<file path="src/hdl/orsft_pkg.sv">
// ----------------------------------------------------------------------------
// orsft_pkg
// Shared types, constants and helpers for the OOK remote-switch frame
// transmitter.
// ----------------------------------------------------------------------------
package orsft_pkg;

   // Duration counter width; loaded times saturate at its maximum.
   localparam int COUNT_WIDTH = 16;
   localparam logic [31:0] COUNT_MAX = (32'd1 << COUNT_WIDTH) - 32'd1;

   localparam int TIME_WIDTH  = 16;
   localparam int REP_WIDTH   = 4;
   localparam int ID_WIDTH    = 26;
   localparam int RCP_WIDTH   = 4;
   localparam int FRAME_LEN   = 32;
   localparam int BIDX_WIDTH  = 6;
   localparam int CSR_IDX_WIDTH = 3;

   // Register reset values
   localparam logic [TIME_WIDTH-1:0] PULSE_HIGH_RST   = 16'd275;
   localparam logic [TIME_WIDTH-1:0] FIRST_LATCH_RST  = 16'd9900;
   localparam logic [TIME_WIDTH-1:0] SECOND_LATCH_RST = 16'd2674;
   localparam logic [TIME_WIDTH-1:0] ZERO_LOW_RST     = 16'd240;
   localparam logic [TIME_WIDTH-1:0] ONE_LOW_RST      = 16'd1300;
   localparam logic [REP_WIDTH-1:0]  REPEAT_RST       = 4'd4;
   localparam logic [TIME_WIDTH-1:0] GAP_RST          = 16'd10000;

   // Register indexes
   typedef enum logic [CSR_IDX_WIDTH-1:0] {
      CSR_PULSE_HIGH   = 3'd0,
      CSR_FIRST_LATCH  = 3'd1,
      CSR_SECOND_LATCH = 3'd2,
      CSR_ZERO_LOW     = 3'd3,
      CSR_ONE_LOW      = 3'd4,
      CSR_REPEAT       = 3'd5,
      CSR_GAP          = 3'd6
   } csr_idx_type;

   typedef enum logic [5:0] {
      PH_IDLE   = 6'b000001,
      PH_LATCH1 = 6'b000010,
      PH_LATCH2 = 6'b000100,
      PH_DATA   = 6'b001000,
      PH_TRAIL  = 6'b010000,
      PH_GAP    = 6'b100000
   } phase_type;

   typedef struct packed {
      logic [TIME_WIDTH-1:0] pulse_high_ticks;
      logic [TIME_WIDTH-1:0] first_latch_low_ticks;
      logic [TIME_WIDTH-1:0] second_latch_low_ticks;
      logic [TIME_WIDTH-1:0] zero_symbol_low_ticks;
      logic [TIME_WIDTH-1:0] one_symbol_low_ticks;
      logic [REP_WIDTH-1:0]  repeat_count;
      logic [TIME_WIDTH-1:0] repeat_gap_ticks;
   } cfg_type;

   typedef struct packed {
      logic tx_level;
      logic busy_res;
      logic start_accepted;
   } rsp_type;

   // Zero becomes one tick unless zero is allowed; saturate at the counter max.
   function automatic logic [COUNT_WIDTH-1:0] clamp_len(input logic [TIME_WIDTH-1:0] v,
                                                        input logic zero_ok);
      logic [31:0] ext;
      ext = {{(32-TIME_WIDTH){1'b0}}, v};
      if (!zero_ok && v == '0) begin
         ext = 32'd1;
      end
      if (ext > COUNT_MAX) begin
         ext = COUNT_MAX;
      end
      return ext[COUNT_WIDTH-1:0];
   endfunction

endpackage

</file>
<file path="src/hdl/orsft_csr.sv">
// ----------------------------------------------------------------------------
// orsft_csr
// Timing and repeat registers, written through the csr channel.
// ----------------------------------------------------------------------------
module orsft_csr (
   input  logic                                  clock,
   input  logic                                  reset,
   input  logic                                  csr_valid,
   output logic                                  csr_ready,
   input  logic [orsft_pkg::CSR_IDX_WIDTH-1:0]   csr_index,
   input  logic [orsft_pkg::TIME_WIDTH-1:0]      csr_data,
   output orsft_pkg::cfg_type                    cfg
);

   orsft_pkg::cfg_type cfg_ff;
   orsft_pkg::cfg_type cfg_in;

   assign csr_ready = 1'b1;
   assign cfg       = cfg_ff;

   always_comb begin
      cfg_in = cfg_ff;
      if (csr_valid) begin
         unique case (orsft_pkg::csr_idx_type'(csr_index))
            orsft_pkg::CSR_PULSE_HIGH:   cfg_in.pulse_high_ticks       = csr_data;
            orsft_pkg::CSR_FIRST_LATCH:  cfg_in.first_latch_low_ticks  = csr_data;
            orsft_pkg::CSR_SECOND_LATCH: cfg_in.second_latch_low_ticks = csr_data;
            orsft_pkg::CSR_ZERO_LOW:     cfg_in.zero_symbol_low_ticks  = csr_data;
            orsft_pkg::CSR_ONE_LOW:      cfg_in.one_symbol_low_ticks   = csr_data;
            orsft_pkg::CSR_REPEAT:
               cfg_in.repeat_count = csr_data[orsft_pkg::REP_WIDTH-1:0];
            orsft_pkg::CSR_GAP:          cfg_in.repeat_gap_ticks       = csr_data;
            default: ; // unused index
         endcase
      end
   end

   always_ff @(posedge clock) begin
      if (reset) begin
         cfg_ff.pulse_high_ticks       <= orsft_pkg::PULSE_HIGH_RST;
         cfg_ff.first_latch_low_ticks  <= orsft_pkg::FIRST_LATCH_RST;
         cfg_ff.second_latch_low_ticks <= orsft_pkg::SECOND_LATCH_RST;
         cfg_ff.zero_symbol_low_ticks  <= orsft_pkg::ZERO_LOW_RST;
         cfg_ff.one_symbol_low_ticks   <= orsft_pkg::ONE_LOW_RST;
         cfg_ff.repeat_count           <= orsft_pkg::REPEAT_RST;
         cfg_ff.repeat_gap_ticks       <= orsft_pkg::GAP_RST;
      end else begin
         cfg_ff <= cfg_in;
      end
   end

endmodule

</file>
<file path="src/hdl/orsft_core.sv">
// ----------------------------------------------------------------------------
// orsft_core
// Frame sequencer: one step per accepted request (tick or start).
// ----------------------------------------------------------------------------
module orsft_core (
   input  logic                              clock,
   input  logic                              reset,
   input  logic                              fire,
   input  orsft_pkg::cfg_type                cfg,
   input  logic                              req_start,
   input  logic                              switch_on,
   input  logic [orsft_pkg::ID_WIDTH-1:0]    transmitter_id,
   input  logic [orsft_pkg::RCP_WIDTH-1:0]   recipient,
   output orsft_pkg::rsp_type                result
);

   orsft_pkg::phase_type                   phase_ff, phase_in;
   logic [orsft_pkg::FRAME_LEN-1:0]        bits_ff, bits_in;
   logic [orsft_pkg::BIDX_WIDTH-1:0]       bidx_ff, bidx_in;
   logic                                   ssym_ff, ssym_in;
   logic                                   low_ff, low_in;
   logic [orsft_pkg::COUNT_WIDTH-1:0]      dl_ff, dl_in;
   logic [orsft_pkg::REP_WIDTH-1:0]        rep_ff, rep_in;
   logic                                   level_ff, level_in;

   logic [orsft_pkg::COUNT_WIDTH-1:0]      high_len, lat1_len, lat2_len;
   logic [orsft_pkg::COUNT_WIDTH-1:0]      zero_len, one_len, gap_len, dl_dec;
   logic [orsft_pkg::REP_WIDTH-1:0]        rep_dec;
   logic [4:0]                             bit_sel;
   logic                                   symbol;
   logic                                   start_ok;
   logic                                   frame_done;
   logic                                   go_idle;

   assign high_len = orsft_pkg::clamp_len(cfg.pulse_high_ticks, 1'b0);
   assign lat1_len = orsft_pkg::clamp_len(cfg.first_latch_low_ticks, 1'b0);
   assign lat2_len = orsft_pkg::clamp_len(cfg.second_latch_low_ticks, 1'b0);
   assign zero_len = orsft_pkg::clamp_len(cfg.zero_symbol_low_ticks, 1'b0);
   assign one_len  = orsft_pkg::clamp_len(cfg.one_symbol_low_ticks, 1'b0);
   assign gap_len  = orsft_pkg::clamp_len(cfg.repeat_gap_ticks, 1'b1);
   assign rep_dec  = rep_ff - 1'b1;

   // MSB of the frame goes first; second symbol is the inverted bit
   assign bit_sel = 5'd31 - bidx_ff[4:0];
   assign symbol  = bits_ff[bit_sel] ^ ssym_ff;

   always_comb begin
      phase_in   = phase_ff;
      bits_in    = bits_ff;
      bidx_in    = bidx_ff;
      ssym_in    = ssym_ff;
      low_in     = low_ff;
      dl_in      = dl_ff;
      rep_in     = rep_ff;
      level_in   = level_ff;
      start_ok   = 1'b0;
      frame_done = 1'b0;
      go_idle    = 1'b0;
      dl_dec     = '0;

      if (req_start) begin
         if (phase_ff == orsft_pkg::PH_IDLE) begin
            bits_in  = {transmitter_id, 1'b0, switch_on, recipient};
            rep_in   = (cfg.repeat_count == '0) ? 4'd1 : cfg.repeat_count;
            bidx_in  = '0;
            ssym_in  = 1'b0;
            phase_in = orsft_pkg::PH_LATCH1;
            low_in   = 1'b0;
            level_in = 1'b1;
            dl_in    = high_len;
            start_ok = 1'b1;
         end
      end else if (phase_ff != orsft_pkg::PH_IDLE) begin
         dl_dec = (dl_ff != '0) ? dl_ff - 1'b1 : '0;
         dl_in  = dl_dec;
         if (dl_dec == '0) begin
            unique case (phase_ff)
               orsft_pkg::PH_LATCH1: begin
                  if (!low_ff) begin
                     low_in = 1'b1; level_in = 1'b0; dl_in = lat1_len;
                  end else begin
                     phase_in = orsft_pkg::PH_LATCH2;
                     low_in = 1'b0; level_in = 1'b1; dl_in = high_len;
                  end
               end
               orsft_pkg::PH_LATCH2: begin
                  if (!low_ff) begin
                     low_in = 1'b1; level_in = 1'b0; dl_in = lat2_len;
                  end else begin
                     bidx_in = '0; ssym_in = 1'b0;
                     phase_in = orsft_pkg::PH_DATA;
                     low_in = 1'b0; level_in = 1'b1; dl_in = high_len;
                  end
               end
               orsft_pkg::PH_DATA: begin
                  if (!low_ff) begin
                     low_in = 1'b1; level_in = 1'b0;
                     dl_in  = symbol ? one_len : zero_len;
                  end else if (!ssym_ff) begin
                     ssym_in = 1'b1;
                     low_in = 1'b0; level_in = 1'b1; dl_in = high_len;
                  end else begin
                     ssym_in = 1'b0;
                     bidx_in = bidx_ff + 1'b1;
                     if (bidx_in >= orsft_pkg::BIDX_WIDTH'(orsft_pkg::FRAME_LEN)) begin
                        phase_in = orsft_pkg::PH_TRAIL;
                     end
                     low_in = 1'b0; level_in = 1'b1; dl_in = high_len;
                  end
               end
               orsft_pkg::PH_TRAIL: begin
                  if (!low_ff) begin
                     low_in = 1'b1; level_in = 1'b0; dl_in = lat2_len;
                  end else if (gap_len != '0) begin
                     phase_in = orsft_pkg::PH_GAP;
                     low_in = 1'b1; level_in = 1'b0; dl_in = gap_len;
                  end else begin
                     frame_done = 1'b1;
                  end
               end
               orsft_pkg::PH_GAP: frame_done = 1'b1;
               default:           go_idle = 1'b1;
            endcase

            if (frame_done) begin
               rep_in = rep_dec;
               if (rep_dec == '0) begin
                  go_idle = 1'b1;
               end else begin
                  bidx_in = '0; ssym_in = 1'b0;
                  phase_in = orsft_pkg::PH_LATCH1;
                  low_in = 1'b0; level_in = 1'b1; dl_in = high_len;
               end
            end

            if (go_idle) begin
               phase_in = orsft_pkg::PH_IDLE;
               low_in   = 1'b0;
               level_in = 1'b0;
               dl_in    = '0;
               rep_in   = '0;
               bidx_in  = '0;
               ssym_in  = 1'b0;
            end
         end
      end
   end

   assign result.tx_level       = level_in;
   assign result.busy_res       = (phase_in != orsft_pkg::PH_IDLE);
   assign result.start_accepted = start_ok;

   always_ff @(posedge clock) begin
      if (reset) begin
         phase_ff <= orsft_pkg::PH_IDLE;
         bits_ff  <= '0;
         bidx_ff  <= '0;
         ssym_ff  <= 1'b0;
         low_ff   <= 1'b0;
         dl_ff    <= '0;
         rep_ff   <= '0;
         level_ff <= 1'b0;
      end else if (fire) begin
         phase_ff <= phase_in;
         bits_ff  <= bits_in;
         bidx_ff  <= bidx_in;
         ssym_ff  <= ssym_in;
         low_ff   <= low_in;
         dl_ff    <= dl_in;
         rep_ff   <= rep_in;
         level_ff <= level_in;
      end
   end

   // Carrier is on exactly during the high part of an active segment
   a_level_high_part: assert property (@(posedge clock) disable iff (reset)
      level_ff == (phase_ff != orsft_pkg::PH_IDLE && !low_ff))
      else $error("level out of step with segment state");

   a_repeats_live: assert property (@(posedge clock) disable iff (reset)
      phase_ff != orsft_pkg::PH_IDLE |-> rep_ff != '0)
      else $error("busy with no repeats left");

   a_bit_index_range: assert property (@(posedge clock) disable iff (reset)
      bidx_ff <= orsft_pkg::BIDX_WIDTH'(orsft_pkg::FRAME_LEN))
      else $error("bit index past frame end");

   a_idle_quiet: assert property (@(posedge clock) disable iff (reset)
      phase_ff == orsft_pkg::PH_IDLE |-> dl_ff == '0)
      else $error("idle with duration pending");

endmodule

</file>
<file path="src/hdl/orsft_skid.sv">
// ----------------------------------------------------------------------------
// orsft_skid
// Two-entry result buffer: output register plus skid register.
// ----------------------------------------------------------------------------
module orsft_skid (
   input  logic                 clock,
   input  logic                 reset,
   input  logic                 in_fire,
   input  orsft_pkg::rsp_type   in_data,
   output logic                 full,
   output logic                 rsp_valid,
   input  logic                 rsp_stall,
   output orsft_pkg::rsp_type   rsp_data
);

   logic               main_valid_ff, main_valid_in;
   logic               skid_valid_ff, skid_valid_in;
   orsft_pkg::rsp_type main_ff, main_in;
   orsft_pkg::rsp_type skid_ff, skid_in;
   logic               out_fire;

   assign out_fire  = main_valid_ff && !rsp_stall;
   assign full      = skid_valid_ff;
   assign rsp_valid = main_valid_ff;
   assign rsp_data  = main_ff;

   always_comb begin
      main_valid_in = main_valid_ff;
      skid_valid_in = skid_valid_ff;
      main_in       = main_ff;
      skid_in       = skid_ff;
      if (skid_valid_ff) begin
         if (out_fire) begin
            main_in       = skid_ff;
            skid_valid_in = 1'b0;
         end
      end else if (main_valid_ff) begin
         if (in_fire && out_fire) begin
            main_in = in_data;
         end else if (in_fire) begin
            skid_in       = in_data;
            skid_valid_in = 1'b1;
         end else if (out_fire) begin
            main_valid_in = 1'b0;
         end
      end else if (in_fire) begin
         main_in       = in_data;
         main_valid_in = 1'b1;
      end
   end

   always_ff @(posedge clock) begin
      if (reset) begin
         main_valid_ff <= 1'b0;
         skid_valid_ff <= 1'b0;
      end else begin
         main_valid_ff <= main_valid_in;
         skid_valid_ff <= skid_valid_in;
      end
      main_ff <= main_in;
      skid_ff <= skid_in;
   end

   a_skid_behind_main: assert property (@(posedge clock) disable iff (reset)
      skid_valid_ff |-> main_valid_ff)
      else $error("skid entry without output entry");

   a_no_write_when_full: assert property (@(posedge clock) disable iff (reset)
      skid_valid_ff |-> !in_fire)
      else $error("request taken with buffer full");

   a_skid_drains: assert property (@(posedge clock) disable iff (reset)
      skid_valid_ff && out_fire |=> main_valid_ff && !skid_valid_ff)
      else $error("skid entry lost on drain");

endmodule

</file>
<file path="src/hdl/ook_remote_switch_frame_transmitter.sv">
// ----------------------------------------------------------------------------
// ook_remote_switch_frame_transmitter
// OOK keyer for the self-learning remote-switch frame protocol.
// ----------------------------------------------------------------------------
// Usage:
//  - req channel: one request per cycle at most; req_type 0 is a 1 us tick,
//    1 is a start carrying switch_on, transmitter_id and recipient. A start
//    while a frame sequence is running is dropped (rsp_start_accepted = 0).
//  - rsp channel: exactly one response per request, giving the keyed level,
//    busy flag and start-taken flag as they stand after that request.
//  - csr channel: index 0..6 selects a timing/repeat register; csr_ready is
//    always high. Write only while no request is outstanding.
//  - A response is registered into the output register, or into the skid
//    register behind a stalled one. Throughput: one request per cycle while
//    req_stall is low; the sequencer step is combinational logic.
//  - A two-entry response buffer decouples the sides: requests keep flowing
//    while one response waits; req_stall rises only when both entries are
//    held by a stalled receiver.
//  - Reset (synchronous): sequencer idle, level low, registers to defaults,
//    response buffer empty.
// ----------------------------------------------------------------------------
module ook_remote_switch_frame_transmitter (
   input  logic                                  clock,
   input  logic                                  reset,
   // request channel
   input  logic                                  req_valid,
   output logic                                  req_stall,
   input  logic                                  req_type,
   input  logic                                  req_switch_on,
   input  logic [orsft_pkg::ID_WIDTH-1:0]        req_transmitter_id,
   input  logic [orsft_pkg::RCP_WIDTH-1:0]       req_recipient,
   // response channel
   output logic                                  rsp_valid,
   input  logic                                  rsp_stall,
   output logic                                  rsp_tx_level,
   output logic                                  rsp_busy_res,
   output logic                                  rsp_start_accepted,
   // register write channel
   input  logic                                  csr_valid,
   output logic                                  csr_ready,
   input  logic [orsft_pkg::CSR_IDX_WIDTH-1:0]   csr_index,
   input  logic [orsft_pkg::TIME_WIDTH-1:0]      csr_data
);

   orsft_pkg::cfg_type cfg;
   orsft_pkg::rsp_type core_rsp;
   orsft_pkg::rsp_type out_rsp;
   logic               buf_full;
   logic               req_fire;

   assign req_stall = buf_full;
   assign req_fire  = req_valid && !buf_full;

   orsft_csr u_csr (
      .clock     (clock),
      .reset     (reset),
      .csr_valid (csr_valid && csr_ready),
      .csr_ready (csr_ready),
      .csr_index (csr_index),
      .csr_data  (csr_data),
      .cfg       (cfg)
   );

   orsft_core u_core (
      .clock          (clock),
      .reset          (reset),
      .fire           (req_fire),
      .cfg            (cfg),
      .req_start      (req_type),
      .switch_on      (req_switch_on),
      .transmitter_id (req_transmitter_id),
      .recipient      (req_recipient),
      .result         (core_rsp)
   );

   orsft_skid u_skid (
      .clock     (clock),
      .reset     (reset),
      .in_fire   (req_fire),
      .in_data   (core_rsp),
      .full      (buf_full),
      .rsp_valid (rsp_valid),
      .rsp_stall (rsp_stall),
      .rsp_data  (out_rsp)
   );

   assign rsp_tx_level       = out_rsp.tx_level;
   assign rsp_busy_res       = out_rsp.busy_res;
   assign rsp_start_accepted = out_rsp.start_accepted;

endmodule

</file>
<file path="config.mk">
export PLATFORM = sky130hd
export DESIGN_NAME = ook_remote_switch_frame_transmitter
export DESIGN_NICKNAME = d
export VERILOG_FILES = /design/src/hdl/orsft_pkg.sv /design/src/hdl/orsft_csr.sv /design/src/hdl/orsft_core.sv /design/src/hdl/orsft_skid.sv /design/src/hdl/ook_remote_switch_frame_transmitter.sv
export SDC_FILE = /design/constraint.sdc
export NUM_CORES = 1
export LEC_CHECK = 0
export ABC_AREA = 0
export ABC_CLOCK_PERIOD_IN_PS = 5300
export BUFFER_PORTS_ARGS = -buffer_cell sky130_fd_sc_hd__buf_2
export CAP_MARGIN = 5
export CELL_PAD_IN_SITES_DETAIL_PLACEMENT = 1
export CELL_PAD_IN_SITES_GLOBAL_PLACEMENT = 1
export CORE_MARGIN = 5
export CORE_UTILIZATION = 47
export CTS_BUF_LIST = sky130_fd_sc_hd__clkbuf_8
export CTS_CLUSTER_DIAMETER = 200
export DETAILED_ROUTE_END_ITERATION = 16
export GPL_TIMING_DRIVEN = 0
export PLACE_DENSITY_LB_ADDON = 0.1
export SLEW_MARGIN = 40
export SYNTH_ARGS = -nofsm -noshare
export SYNTH_HDL_FRONTEND = slang
export SYNTH_SLANG_ARGS = --single-unit
export TNS_END_PERCENT = 1
</file>
<file path="constraint.sdc">
create_clock -name clock -period 5.3 [get_ports clock]
set_input_delay 0.795 -clock clock [delete_from_list [all_inputs] [get_ports clock]]
set_output_delay 0.795 -clock clock [all_outputs]
set_load 0.01 [all_outputs]
</file>
==> metrics.yaml, run 1 <==
hold_violations: 0
dr.pass1.iters: 5
die_h_um: 152
cp_cell_sequence: "inv_1 > ha_1 > or3b_1 > buf_2 > nor4_4 > mux2_2 > or3_1 > nor4_1 > nand3_1 > a2111oi_0 > o31a_1"
cts_made_buffers: 17
clk_pin_slew_ps: 110
yosysWarnings: 0
cpPeakStageDelay_ps: 670
ant_nets: 0
syn_to_final_growth_pct: 11.1
wire_per_inst_um: 23.7
num_io_pins: 62
end_kind: "register"
period_needed_ps: 4520
overflow: 0
fin_crit_sh_pct: 85.2
cts_tree: "yes"
netlist_instances: 1262
antenna_cells: 0
rsz0062_at_grt: "false"
status: "finished clean"
route.met2.wl_um: 17400
fillers: 2630
p_per_area_nw_per_um2: 296
start_util_pct: 47.3
p_leak_nw: 3.76
dp_cells: 1591
ys_top_cells_by_area: "dfxtp_1 (35%), nand2_1 (13%), a21oi_1 (8.2%)"
netlist_area_um2: 9480
die_w_um: 152
startpoint_type: "register"
viasPerCell: 6.31
top_layer: "met4"
slew_violations: 0
dr_wl_met3_um: 3170
htreeDepth: 4
setup_viol: 0
drv_cap: 0
drive_above_1_share_pct: 11.5
instances_no_fill: 1623
grt_first_pass_wirelength_um: 59000
setup_tns_ps: 0
placement.io_buffers: 59
swShare_pct: 36.5
wirelength_um: 38500
cp.arrival_ps: 4950
postCtsHoldBufs: 0
dieArea_um2: 23100
vias: 10200
syn_nets: 1324
wl_met1_um: 16500
holdWs_ps: 461
final_net_count: 1402
synth_flop_cell: "dfxtp_1"
core_um2: 20000
worstSetupPathType: "register to register"
ir_drop_uv: 172
ys_ff_latch: 174
rows: 52
clockBufferDepth: 2
synth_seq_area_share_pct: 37.4
drt_iter0_markers: 1034
synth_edf_count: 6
crit_slowest_cell: "nor4_4"
max-slew-margin-rel_pct: 44.9
fmax_mhz: 221
p_seq_share_pct: 46.2
netSwitchingPower_w: 0.00114
yosys.area.top_type: "dfxtp_1"
antenna_found_initial: 0
postCtsResizedCells: 0
synth_top_cell_area_share_pct: 35.5
grt_pass1_vias: 10000
synth_area_per_cell_um2: 7.51
clkPwrFrac_pct: 30.6
p_comb_share_pct: 23.2
worstPathMaxFanout: 9
root_buffer: "clkbuf_8"
post-cts-setup-buffers: 0
gp_congestion: 1.04
min_path_type: "register to register"
clock_skew_ps: 23.6
intPower_w: 0.00198
required_ps: 5740
clock-sinks: 174
clk_latency_ps: 500
tightest_slew_ps: 826
track_usage_pct: 32.4
dpl.hpwl_um: 29300
async_flop_share_pct: 0
grt_max_degree: 19
drc: 0
yosysUniqueCellTypes: 82
[cell usage in the layout (no fill, tap or decap), drive strengths merged, types with 6 or more instances in the layout]
cell and n:
a21oi 156, o22ai 7, and2 6, and3 18, or3 7, ha 6
clkbuf 88, inv 23, a31oi 18, a211oi 8, nor2b 7, nor4 33
a22oi 16, mux2 13, a221oi 7, o31ai 10, nand3 53, nor2 61
clkinv 9, nand4 8, o21ai 53, buf 78, o311ai 6, o211ai 15
dfxtp 168, mux2i 27, nor3 29, nand2 319, a221o 8, edfxtp 6
nand2b 7
[layer usage]
metal  vias to the layer above  global-route usage (%)
met1                      4998                    44.1
met5                         -                       0
li1                       4709                       -
met3                        92                    6.54
met2                       439                    50.8
met4                         0                    12.2
[cell families (layout without fill, tap and decap cells)]
family | count (synthesis) | count (layout) | synth area share [%]
simple gates | 569 | 569 | 27.7
compound gates | 352 | 352 | 23.2
flops | 174 | 174 | 37.4
buf+inv | 108 | 199 | 4.71
mux | 45 | 45 | 5.62
xor+xnor | 7 | 7 | 0.647
fa+ha+maj | 6 | 6 | 0.792
other cells | 1 | 1 | 0.0395
[synth_stat cells (6+ instances only)]
cell type	number
nor2b_1	7
buf_2	12
a221o_1	7
ha_1	6
o21ai_0	53
o31ai_1	10
nor2_1	60
a31oi_1	18
nand2b_1	7
and3_1	15
nor3_1	28
a221oi_1	7
edfxtp_1	6
nand4_1	8
a22oi_1	16
o22ai_1	7
inv_1	16
o311ai_0	6
nor4_1	29
dfxtp_1	168
o211ai_1	15
nand3_1	53
a21oi_1	156
nand2_1	318
clkbuf_1	71
mux2i_1	27
mux2_2	12
a211oi_1	8
[worst max-delay path, delay by kind of cell (launching register included)]
family                   cells  cell delay, ps
flip-flops                   1             340
buffers and inverters        2             330
AO/OA/AOI/OAI                2             840
adder cells (fa/ha/maj)      1             230
AND/OR/NAND/NOR              5            2270
multiplexers                 1             460
[power by group through the flow]
stage               Combinational, W  Clock, W  Sequential (W)
floorplan                   0.000479         0         0.00145
global placement            0.000686         0         0.00146
detailed placement          0.000702         0         0.00147
CTS                         0.000708  0.000960         0.00144
global route                0.000781   0.00102         0.00144
finish                      0.000723  0.000954         0.00144
[sequential cells by signal, summed over array words and instances, names as in the netlist]
signal	flops
u_skid.full	1
u_core.bidx_ff	6
u_skid.rsp_valid	1
u_core.level_ff	1
u_skid.rsp_data	3
u_csr.cfg	100
u_core.bits_ff	31
u_core.rep_ff	4
u_core.dl_ff	16
u_core.phase_ff	6
u_skid.skid_ff	3
u_core.low_ff	1
u_core.ssym_ff	1
[final cells by class]
type                    instances  area [µm²]  share of cell area, %
multi-input cells             980        5520                   52.4
flip-flops and latches        174        3540                   33.6
clock buffers                  17         234                   2.22
plain buffers                  90         380                   3.61
well taps                     270         338                   3.21
inverters                      18        67.6                  0.642
clock inverters                15         155                   1.47
repair buffers                 59         295                   2.80
[final timing paths]
path / from / cells after the start / slack [ps] / end
max reg2reg: u_core.dl_ff[0] / 11 / 780 / u_core.dl_ff[14]
min reg2reg: u_core.bits_ff[11] / 2 / 460 / u_core.bits_ff[11]
min: u_core.bits_ff[11] / 2 / 460 / u_core.bits_ff[11]
max: u_core.dl_ff[0] / 11 / 780 / u_core.dl_ff[14]
[per-stage QoR]
stage                     utilization [%]  total power (W)  setup slack [ps]  area [µm²]
final                                52.6          0.00311               784       10500
after global routing                 52.6          0.00325               681       10500
after CTS                            52.5          0.00310               909       10500
after detailed placement             50.5          0.00217               918       10100
after global placement               50.5          0.00215               933       10100
after floorplan                         -          0.00193              1570        9480
Note: power is estimated with default switching activity, not from simulation.
==> run 2: changes to the inputs <==
Settings changed: CORE_MARGIN 5 to default.
==> run 2 against run 1 <==
Effect of this change: non-clock buffer count up 1; fmax down 0.88%; sequential cell count unchanged; design area up 0.11%; first-iteration DRC count down 12%; count of clock-buffer cells in the layout unchanged; clock power up 2%; largest power group unchanged; setup slack worse by 40 ps.
==> metrics.yaml, run 2 (synthesis gave the netlist of run 1 again) <==
status: "finished clean"
setup_ws_ps: 744
p_per_area_nw_per_um2: 298
wire_per_inst_um: 24.3
instances_no_fill: 1619
min_path_type: "register to register"
post-cts-setup-buffers: 0
setup_viol: 0
drt_iter0_markers: 915
layout_commonest_cell: "nand2_1"
end_kind: "register"
htreeDepth: 4
syn_to_final_growth_pct: 11.2
track_usage_pct: 38.5
ir_drop_uv: 158
dieArea_um2: 20700
largest_reg_flops: 100
rows: 51
gp_congestion: 1.02
final_net_count: 1403
clockBufferDepth: 2
die_h_um: 144
period_needed_ps: 4560
clk_latency_ps: 490
cp.arrival_ps: 4820
wirelength_um: 39300
ant_nets: 0
required_ps: 5560
slew_violations: 0
final_cell_area_um2: 10500
dpl.hpwl_um: 29700
final_cell_mix: "nand2_1 (318), dfxtp_1 (168), a21oi_1 (156)"
drv_cap: 0
holdWs_ps: 458
num_io_pins: 62
antenna_found_initial: 1
grt_max_degree: 20
clock_skew_ps: 18.2
post-place-ws_ps: 823
dr.pass1.iters: 6
placement.io_buffers: 59
hold_violations: 0
p_leak_nw: 3.77
viasPerCell: 6.42
fin_crit_sh_pct: 86.0
cts_tree: "yes"
fmax_mhz: 219
clock-sinks: 174
antenna_cells: 0
r2r_slack_ps: 740
postCtsHoldBufs: 0
drive_above_1_share_pct: 11.5
die_w_um: 144
worstSetupPathType: "register to register"
cts_made_buffers: 17
postCtsResizedCells: 0
dp_cells: 1587
fillers: 2528
setup_tns_ps: 0
core_um2: 19600
vias: 10400
placed_area_um2: 10100
grt_first_pass_wirelength_um: 58700
overflow: 0
start_util_pct: 48.4
grt_pass1_vias: 10000
root_buffer: "clkbuf_8"
startpoint_type: "register"
clk_pin_slew_ps: 120
max-slew-margin-rel_pct: 37.7
rsz0062_at_grt: "false"
worstPathMaxFanout: 10
drc: 0
tightest_slew_ps: 927
-- run 2: critical path, cell delays in order, from the launching register on --
cell and delay [ps]:
dfxtp_1 370, inv_1 210, ha_1 240, nor3b_1 620, nand3_1 180, mux2i_1 470
or4bb_1 600, nor4_4 290, buf_6 180, nand4_1 80, a32o_1 260, or4_4 550
mux2_2 270
-- run 2: path summary, 6_finish.rpt --
path	start	end	cells past startpoint
worst min-delay path	u_core.bits_ff[26]	u_core.bits_ff[26]	2
worst min register to register	u_core.bits_ff[26]	u_core.bits_ff[26]	2
worst max register to register	u_core.dl_ff[0]	u_skid.rsp_data[1]	12
worst max-delay path	u_core.dl_ff[0]	u_skid.rsp_data[1]	12
-- run 2: per-stage QoR --
| stage | util, % | total power, W |
|---|---|---|
| after global routing | 53.8 | 0.00325 |
| after floorplan | - | 0.00193 |
| after detailed placement | 51.7 | 0.00218 |
| after global placement | 51.6 | 0.00216 |
| final | 53.8 | 0.00314 |
| after CTS | 53.7 | 0.00312 |
-- run 2: layer usage --
| metal | global-route usage (%) | wire (µm) | up-vias |
|---|---|---|---|
| li1 | - | - | 4719 |
| met1 | 50.7 | 16900 | 5106 |
| met2 | 61.7 | 17800 | 446 |
| met3 | 5.99 | 2970 | 113 |
| met4 | 18.3 | 1700 | 2 |
| met5 | 0 | 13 | - |
-- run 2: report_power, final --
group | total (W) | switching (W) | internal, W
Sequential | 0.00144 | 0.0000651 | 0.00137
Combinational | 0.000733 | 0.000479 | 0.000254
Clock | 0.000973 | 0.000615 | 0.000358
Total | 0.00314 | 0.00116 | 0.00199
-- run 2: layout make-up --
cell class / instances / area [µm²] / share of cell area (%)
Tap cell: 265 / 332 / 3.15
Buffer: 90 / 379 / 3.60
Multi-Input combinational cell: 980 / 5520 / 52.3
Clock buffer: 17 / 234 / 2.22
Clock inverter: 15 / 161 / 1.53
Inverter: 18 / 67.6 / 0.641
Sequential cell: 174 / 3540 / 33.6
Timing Repair Buffer: 60 / 307 / 2.91
